--- config.mk ---
export PLATFORM = sky130hd
export DESIGN_NAME = grid_nearest_beam_match_top
export DESIGN_NICKNAME = d
export VERILOG_FILES = /design/src/rtl/gnbm_pkg.sv /design/src/rtl/gnbm_dist.sv /design/src/rtl/gnbm_isqrt.sv /design/src/rtl/grid_nearest_beam_match_top.sv
export SDC_FILE = /design/constraint.sdc
export NUM_CORES = 2
export LEC_CHECK = 0
export ABC_AREA = 1
export BUFFER_PORTS_ARGS = -buffer_cell sky130_fd_sc_hd__buf_2
export CAP_MARGIN = 40
export CORE_MARGIN = 8
export CORE_UTILIZATION = 60
export CTS_CLUSTER_DIAMETER = 200
export DETAILED_ROUTE_END_ITERATION = 8
export GPL_TIMING_DRIVEN = 0
export PLACE_DENSITY = 0.82
export SLEW_MARGIN = 15
export SYNTH_ARGS = -nofsm -noshare
export SYNTH_HDL_FRONTEND = slang
export SYNTH_HIERARCHICAL = 1
export SYNTH_SLANG_ARGS = --single-unit
--- constraint.sdc ---
create_clock -name i_clk -period 20.2 [get_ports i_clk]
set_clock_uncertainty 0.1 [all_clocks]
set_input_delay 2.02 -clock i_clk [delete_from_list [all_inputs] [get_ports i_clk]]
set_output_delay 2.02 -clock i_clk [all_outputs]
set_load 0.01 [all_outputs]
--- src/rtl/gnbm_pkg.sv ---
`timescale 1ns / 1ps

package gnbm_pkg;

    // Fixed field widths
    localparam int unsigned CFG_IDX_W   = 8;
    localparam int unsigned CFG_DATA_W  = 16;
    localparam int unsigned COUNT_W     = 9;
    localparam int unsigned STEP_W      = 16;
    localparam int unsigned BEAM_W      = 8;

    // Largest beam count searched; counts above it saturate
    localparam logic [COUNT_W-1:0] MAX_BEAMS = 9'd256;

    // Grid centers stay below 2^24 (255 cells of 65535 plus a half step)
    localparam int unsigned CENTER_W = 24;

    // Register indexes
    localparam logic [CFG_IDX_W-1:0] CFG_BEAM_COUNT   = 8'd0;
    localparam logic [CFG_IDX_W-1:0] CFG_GRID_COLUMNS = 8'd1;
    localparam logic [CFG_IDX_W-1:0] CFG_STEP_X       = 8'd2;
    localparam logic [CFG_IDX_W-1:0] CFG_STEP_Y       = 8'd3;

    // Register reset values
    localparam logic [COUNT_W-1:0] RST_BEAM_COUNT   = 9'd64;
    localparam logic [COUNT_W-1:0] RST_GRID_COLUMNS = 9'd8;
    localparam logic [STEP_W-1:0]  RST_STEP_X       = 16'd4096;
    localparam logic [STEP_W-1:0]  RST_STEP_Y       = 16'd4096;

    // Beam tag traveling alongside the distance pipeline
    typedef struct packed {
        logic              valid;
        logic              first;
        logic              last;
        logic [BEAM_W-1:0] idx;
    } t_tag;

    // Sequencer states
    typedef enum logic [2:0] {
        ST_IDLE,
        ST_SCAN,
        ST_DRAIN,
        ST_ROOT_LOAD,
        ST_ROOT,
        ST_FINISH
    } t_state;

endpackage

--- src/rtl/gnbm_dist.sv ---
`timescale 1ns / 1ps

module gnbm_dist #(
    parameter int unsigned COORD_BITS = 16,
    parameter int unsigned DW         = 24
) (
    input  logic                          i_clk,
    input  logic [COORD_BITS-1:0]         i_ux,
    input  logic [COORD_BITS-1:0]         i_uy,
    input  logic [gnbm_pkg::CENTER_W-1:0] i_cx,
    input  logic [gnbm_pkg::CENTER_W-1:0] i_cy,
    input  gnbm_pkg::t_tag                i_tag,
    input  logic                          i_rst_n,
    output logic [2*DW-1:0]               o_sq_x,
    output logic [2*DW-1:0]               o_sq_y,
    output gnbm_pkg::t_tag                o_tag
);
    import gnbm_pkg::*;

    logic [DW-1:0] ux_e, uy_e, cx_e, cy_e;
    logic [DW-1:0] r_dx, r_dy;
    logic [2*DW-1:0] r_sq_x, r_sq_y;
    t_tag r_tag1, r_tag2;

    assign ux_e = DW'(i_ux);
    assign uy_e = DW'(i_uy);
    assign cx_e = DW'(i_cx);
    assign cy_e = DW'(i_cy);

    // Stage 1: absolute differences
    always_ff @(posedge i_clk) begin
        r_dx <= (ux_e > cx_e) ? (ux_e - cx_e) : (cx_e - ux_e);
        r_dy <= (uy_e > cy_e) ? (uy_e - cy_e) : (cy_e - uy_e);
    end

    // Stage 2: squares, one multiplier per axis
    always_ff @(posedge i_clk) begin
        r_sq_x <= r_dx * r_dx;
        r_sq_y <= r_dy * r_dy;
    end

    // Tag pipeline
    always_ff @(posedge i_clk) begin
        if (!i_rst_n) begin
            r_tag1 <= '0;
            r_tag2 <= '0;
        end else begin
            r_tag1 <= i_tag;
            r_tag2 <= r_tag1;
        end
    end

    assign o_sq_x = r_sq_x;
    assign o_sq_y = r_sq_y;
    assign o_tag  = r_tag2;

endmodule

--- src/rtl/gnbm_isqrt.sv ---
`timescale 1ns / 1ps

module gnbm_isqrt #(
    parameter int unsigned W = 50
) (
    input  logic           i_clk,
    input  logic           i_rst_n,
    input  logic           i_start,
    input  logic [W-1:0]   i_value,
    output logic           o_done,
    output logic [W/2-1:0] o_root
);
    import gnbm_pkg::*;

    localparam int unsigned RW = W / 2;

    logic [W-1:0] r_rem, r_root, r_bit;
    logic         r_busy, r_done;
    logic [W:0]   trial;
    logic         take;

    // One result bit per cycle: restoring square root
    assign trial = {1'b0, r_root} + {1'b0, r_bit};
    assign take  = ({1'b0, r_rem} >= trial);

    always_ff @(posedge i_clk) begin
        if (i_start) begin
            r_rem  <= i_value;
            r_root <= '0;
            r_bit  <= W'(1) << (W - 2);
        end else if (r_busy) begin
            if (take) begin
                r_rem  <= r_rem - trial[W-1:0];
                r_root <= (r_root >> 1) + r_bit;
            end else begin
                r_root <= r_root >> 1;
            end
            r_bit <= r_bit >> 2;
        end
    end

    // Busy until the bit reaches position zero
    always_ff @(posedge i_clk) begin
        if (!i_rst_n) begin
            r_busy <= 1'b0;
            r_done <= 1'b0;
        end else begin
            r_done <= r_busy && r_bit[0];
            if (i_start) begin
                r_busy <= 1'b1;
            end else if (r_busy && r_bit[0]) begin
                r_busy <= 1'b0;
            end
        end
    end

    assign o_done = r_done;
    assign o_root = r_root[RW-1:0];

endmodule

--- src/rtl/grid_nearest_beam_match_top.sv ---
`timescale 1ns / 1ps

// Grid nearest-beam match. Each item (user_x, user_y) yields one result: the
// index of the beam whose grid center is nearest and the floor of the
// Euclidean distance to it, saturated to all ones when it does not fit.
// Centers are generated from beam_count, grid_columns, step_x and step_y;
// lowest index wins ties. The block scans beams one per cycle through a
// pipelined squared-distance unit, then runs a bit-serial square root that
// yields one result bit per cycle. The scan covers the effective beam
// count (zero reads as one, larger counts saturate at 256), and the datapath
// width DW is max(COORD_BITS, 24). Input ready is high only between items
// and returns in the cycle the result appears; one finished result can
// wait in the output register while the next item is accepted.
// Configuration writes are always taken and must happen between items.
module grid_nearest_beam_match_top #(
    parameter int unsigned COORD_BITS = 16
) (
    input  logic                            i_clk,
    input  logic                            i_rst_n,
    // Input items
    input  logic                            i_in_valid,
    output logic                            o_in_ready,
    input  logic [COORD_BITS-1:0]           i_user_x,
    input  logic [COORD_BITS-1:0]           i_user_y,
    // Results
    output logic                            o_out_valid,
    input  logic                            i_out_ready,
    output logic [gnbm_pkg::BEAM_W-1:0]     o_best_beam,
    output logic [COORD_BITS:0]             o_distance,
    // Configuration writes
    input  logic                            i_cfg_valid,
    output logic                            o_cfg_ready,
    input  logic [gnbm_pkg::CFG_IDX_W-1:0]  i_cfg_index,
    input  logic [gnbm_pkg::CFG_DATA_W-1:0] i_cfg_data
);
    import gnbm_pkg::*;

    localparam int unsigned DW   = (COORD_BITS > CENTER_W) ? COORD_BITS : CENTER_W;
    localparam int unsigned SQ_W = 2 * DW + 1;
    localparam int unsigned RT_W = 2 * DW + 2;
    localparam int unsigned RW   = RT_W / 2;
    localparam logic [RW-1:0] DIST_MAX = RW'({(COORD_BITS + 1){1'b1}});

    // Configuration registers
    logic [COUNT_W-1:0] r_beam_count, r_grid_columns;
    logic [STEP_W-1:0]  r_step_x, r_step_y;

    assign o_cfg_ready = 1'b1;

    always_ff @(posedge i_clk) begin
        if (!i_rst_n) begin
            r_beam_count   <= RST_BEAM_COUNT;
            r_grid_columns <= RST_GRID_COLUMNS;
            r_step_x       <= RST_STEP_X;
            r_step_y       <= RST_STEP_Y;
        end else if (i_cfg_valid) begin
            unique case (i_cfg_index)
                CFG_BEAM_COUNT:   r_beam_count   <= i_cfg_data[COUNT_W-1:0];
                CFG_GRID_COLUMNS: r_grid_columns <= i_cfg_data[COUNT_W-1:0];
                CFG_STEP_X:       r_step_x       <= i_cfg_data[STEP_W-1:0];
                CFG_STEP_Y:       r_step_y       <= i_cfg_data[STEP_W-1:0];
                default: ;
            endcase
        end
    end

    // Effective count and columns
    logic [COUNT_W-1:0] count_eff, cols_eff;
    always_comb begin
        priority if (r_beam_count == '0) count_eff = COUNT_W'(1);
        else if (r_beam_count > MAX_BEAMS) count_eff = MAX_BEAMS;
        else count_eff = r_beam_count;
        cols_eff = (r_grid_columns == '0) ? COUNT_W'(1) : r_grid_columns;
    end

    // Center generator state
    logic [BEAM_W-1:0]     r_idx;
    logic [COUNT_W-1:0]    r_col;
    logic [CENTER_W-1:0]   r_cx, r_cy;
    logic [COORD_BITS-1:0] r_ux, r_uy;

    // Sequencer
    t_state r_state, n_state;
    logic   in_acc, issue, root_start, out_load, root_done;
    logic   is_last;
    t_tag   tag_in, tag_out;

    assign in_acc  = i_in_valid && o_in_ready;
    assign is_last = ({1'b0, r_idx} == count_eff - COUNT_W'(1));

    always_comb begin
        n_state = r_state;
        unique case (r_state)
            ST_IDLE:      if (i_in_valid) n_state = ST_SCAN;
            ST_SCAN:      if (is_last) n_state = ST_DRAIN;
            ST_DRAIN:     if (tag_out.valid && tag_out.last) n_state = ST_ROOT_LOAD;
            ST_ROOT_LOAD: n_state = ST_ROOT;
            ST_ROOT:      if (root_done) n_state = ST_FINISH;
            ST_FINISH:    if (!o_out_valid || i_out_ready) n_state = ST_IDLE;
            default:      n_state = ST_IDLE;
        endcase
    end

    always_comb begin
        o_in_ready = (r_state == ST_IDLE);
        issue      = (r_state == ST_SCAN);
        root_start = (r_state == ST_ROOT_LOAD);
        out_load   = (r_state == ST_FINISH) && (!o_out_valid || i_out_ready);
    end

    always_ff @(posedge i_clk) begin
        if (!i_rst_n) r_state <= ST_IDLE;
        else          r_state <= n_state;
    end

    // Center generator: walks the grid without multiplying
    always_ff @(posedge i_clk) begin
        if (in_acc) begin
            r_ux  <= i_user_x;
            r_uy  <= i_user_y;
            r_idx <= '0;
            r_col <= '0;
            r_cx  <= CENTER_W'(r_step_x >> 1);
            r_cy  <= CENTER_W'(r_step_y >> 1);
        end else if (issue && !is_last) begin
            r_idx <= r_idx + BEAM_W'(1);
            if (r_col == cols_eff - COUNT_W'(1)) begin
                r_col <= '0;
                r_cx  <= CENTER_W'(r_step_x >> 1);
                r_cy  <= r_cy + CENTER_W'(r_step_y);
            end else begin
                r_col <= r_col + COUNT_W'(1);
                r_cx  <= r_cx + CENTER_W'(r_step_x);
            end
        end
    end

    always_comb begin
        tag_in.valid = issue;
        tag_in.first = (r_idx == '0);
        tag_in.last  = is_last;
        tag_in.idx   = r_idx;
    end

    // Squared-distance pipeline
    logic [2*DW-1:0] sq_x, sq_y;

    gnbm_dist #(
        .COORD_BITS (COORD_BITS),
        .DW         (DW)
    ) u_dist (
        .i_clk   (i_clk),
        .i_ux    (r_ux),
        .i_uy    (r_uy),
        .i_cx    (r_cx),
        .i_cy    (r_cy),
        .i_tag   (tag_in),
        .i_rst_n (i_rst_n),
        .o_sq_x  (sq_x),
        .o_sq_y  (sq_y),
        .o_tag   (tag_out)
    );

    // Running minimum; strictly less wins
    logic [SQ_W-1:0]   sum_sq, r_best_sq;
    logic [BEAM_W-1:0] r_best_idx;

    assign sum_sq = SQ_W'(sq_x) + SQ_W'(sq_y);

    always_ff @(posedge i_clk) begin
        if (tag_out.valid && (tag_out.first || sum_sq < r_best_sq)) begin
            r_best_sq  <= sum_sq;
            r_best_idx <= tag_out.idx;
        end
    end

    // Square root of the winner
    logic [RW-1:0] root;

    gnbm_isqrt #(
        .W (RT_W)
    ) u_isqrt (
        .i_clk   (i_clk),
        .i_rst_n (i_rst_n),
        .i_start (root_start),
        .i_value (RT_W'(r_best_sq)),
        .o_done  (root_done),
        .o_root  (root)
    );

    // Output register
    logic                r_out_valid;
    logic [BEAM_W-1:0]   r_best_beam;
    logic [COORD_BITS:0] r_distance;

    always_ff @(posedge i_clk) begin
        if (!i_rst_n) begin
            r_out_valid <= 1'b0;
        end else if (out_load) begin
            r_out_valid <= 1'b1;
        end else if (i_out_ready) begin
            r_out_valid <= 1'b0;
        end
    end

    always_ff @(posedge i_clk) begin
        if (out_load) begin
            r_best_beam <= r_best_idx;
            r_distance  <= (root > DIST_MAX) ? '1 : root[COORD_BITS:0];
        end
    end

    assign o_out_valid = r_out_valid;
    assign o_best_beam = r_best_beam;
    assign o_distance  = r_distance;

endmodule

==> flow_summary.yaml <==
worst_setup_path:
  worstSetupPathType: "reg -> reg"
  crit_fanout: 10
  crit_top_cell: "fa_1"
  cp.required_ns: 20.67
  cp_cell_sequence: "clkbuf_1 > nand2_1 > fa_1 > inv_1 > fa_1 > fa_1 > fa_1 > fa_1 > fa_1 > inv_1 > fa_1 > inv_1 > ha_1 > nand2_1 > nor2_1 > nand2_1 > nor2_1 > nand2_1 > nand3_1 > nand2_1 > nand3_1 > nand2_1"
  cp_slowest_stage_delay_ns: 0.82
  end_kind: "register"
  cp_slowest_cell: "clkbuf_1"
  start_kind: "register"
  crit_arrival_ns: 8.07
cts:
  clock-sinks: 524
  clk_pin_slew_ns: 0.06
  root_buffer: "clkbuf_16"
  cts_htree_levels: 2
  tritoncts: "built"
  cts_resized: 0
  ctsHoldBuffers: 0
  clockBufferDepth: 3
  cts_setup_buffers: 0
  cts_made_buffers: 61
  clkLatencyLatePin_ns: 0.68
global_route:
  antenna_found_initial: 1
  grt_pass1_vias: 68400
  grt_overflow: 0
  grt_usage_pct: 33.6
  grt_max_degree: 51
  grt_pass1_wl_um: 364000
drt:
  drc: 0
  via_per_inst: 5.47
  wire_per_inst_um: 18.9
  wl_um: 231000
  vias: 67100
  firstDrtPassIters: 6
  drt_iter0_markers: 6009
  drtAntennaViolNets: 0
final_layout:
  fill_cells: 11100
  final_area_um2: 79400
  nets: 12200
  layout-drive-gt1-share_pct: 3.83
  final_cell_mix: "nand2_1 (2724), inv_1 (2532), fa_1 (872)"
  ff_latch_area_um2: 12400
  area_growth_syn_to_layout_pct: 6.72
  multi_input_area_um2: 51300
  layout_commonest_cell: "nand2_1"
  layout.cells.non_filler: 12300
synthesis:
  yosys_warnings: 6
  synth_seq_cells: 524
  netlist_instances: 10400
  synthArstFlopShare_pct: 0
  synthDistinctLibCells: 62
  synth_edf_count: 194
  seq_area_frac_synth_pct: 16.7
  syn_area_per_cell_um2: 7.16
  syn_area_um2: 74400
  synth_ff_type: "dfxtp_1"
timing:
  max_slew.worst_pin.slew_ns: 1.01
  fin_crit_sh_pct: 37.6
  slew_headroom_pct: 32.6
  setup_viol: 0
  drv_slew: 0
  tns_ns: 0
  rsz0062_at_grt: "false"
  period_minus_slack_ns: 7.60
  hold_violations: 0
  fmax_mhz: 131
die:
  die_y_um: 368
  ioPinCount: 89
  num_rows: 129
  die_w_um: 368
  core_um2: 123000
  die_area_um2: 136000
  start_util_pct: 60.3
run_status:
  outcome: "complete, no violations"
flow_run:
  drv_cap: 0
hold_path:
  hp-class: "reg -> reg"
placed_design:
  dp_hpwl_um: 194000
  dpl.cell_count: 12100
  place.gp.congestion: 1.02
  placed_area_um2: 77200
  numPortBuffers: 87
## area by class of cell
class / count / area share (%)
clock buffer: 81 / 2.26
timing repair buffer: 114 / 1.02
sequential: 524 / 15.7
buffer: 252 / 1.52
clock inverter: 34 / 0.377
tap: 1637 / 2.58
inverter: 2542 / 12.0
multi-input combinational: 7072 / 64.6
antenna: 2 / 0.00630
## worst max-delay path: cells and delay by family, from the launching register on
family / cells / cell delay [ns]
and+or+nand+nor: 10 / 1.44
adders and majority gates: 8 / 4.14
DFF: 1 / 0.81
buffers and inverters: 4 / 1.00
## layer usage
layer,GRT usage [%],vias to the layer above,routed length [µm]
li1,-,31800,-
met1,41.5,31400,89400
met2,56.3,3109,107000
met3,5.24,811,19600
met4,18.9,2,15500
met5,0,-,13
## synth_stat cells (9+ instances only)
cell type,instances,area (µm²)
and2_1,11,68.8
buf_6,12,135
ha_1,656,8210
nand2_2,19,119
dfxtp_1,330,6610
nand3_1,464,2320
nor4_1,23,144
nand2_1,2725,10200
inv_1,2532,9500
nor2_2,12,75.1
o21bai_1,44,330
a21boi_0,10,75.1
clkbuf_2,17,85.1
nand3b_1,12,90.1
a21o_1,42,315
o21ai_0,303,1520
nor2_1,707,2650
edfxtp_1,194,5830
xnor2_1,109,955
fa_1,872,17500
buf_2,25,125
a21oi_1,494,2470
o21ai_1,28,140
or2_2,33,206
xor2_1,210,1840
a31oi_1,34,213
o21a_1,15,113
nand4_1,112,701
clkbuf_1,163,612
nor3_1,56,280
buf_4,32,240
o31ai_1,9,67.6
## sequential cells by signal, indices dropped and copies added, names as in the netlist, 11 cells and up
name,cells
o_distance,17
r_best_sq,49
r_cx,24
r_cy,24
r_step_x,16
r_step_y,16
r_ux,16
r_uy,16
u_dist/o_sq_x,47
u_dist/o_sq_y,47
u_dist/o_tag,11
u_dist/r_dx,24
u_dist/r_dy,24
u_dist/r_tag1,11
u_isqrt/r_bit,25
u_isqrt/r_rem,50
u_isqrt/r_root,50
## logic make-up (layout without fill, tap and decap cells)
| kind of cell | Yosys count | count (layout) | share of synthesized area (%) |
|---|---|---|---|
| compound gates | 1013 | 1013 | 7.44 |
| buf+inv | 2794 | 3023 | 14.5 |
| xor+xnor | 319 | 319 | 3.76 |
| fa+ha+maj | 1528 | 1528 | 34.5 |
| mux | 2 | 2 | 0.0303 |
| other cells | 3 | 6 | 0.0151 |
| flops | 524 | 524 | 16.7 |
| simple gates | 4206 | 4206 | 23.1 |
## through the flow
step           utilization (%)  setup slack [ns]  hold slack, ns
2_1_floorplan                -             12.73           0.286
3_3_place_gp              62.3              9.00           0.287
3_5_place_dp              62.6             12.79           0.295
4_1_cts                   64.3             12.79           0.303
5_1_grt                   64.4             12.34           0.320
6_report                  64.4             12.60           0.305
## path summary, 6_finish.rpt
check / start / to / slack [ns] / depth (start not counted)
worst min-delay path: u_dist/o_tag[1] / r_best_idx[1] / 0.31 / 0
worst max-delay path: u_dist/r_dy[8] / u_dist/o_sq_y[44] / 12.60 / 22
worst max register to register: u_dist/r_dy[8] / u_dist/o_sq_y[44] / 12.60 / 22
worst min register to register: u_dist/o_tag[1] / r_best_idx[1] / 0.31 / 0
Power is left out: the tool's default activity adds up to more than one toggle a clock period on the data nets, which glitch-free logic cannot reach.
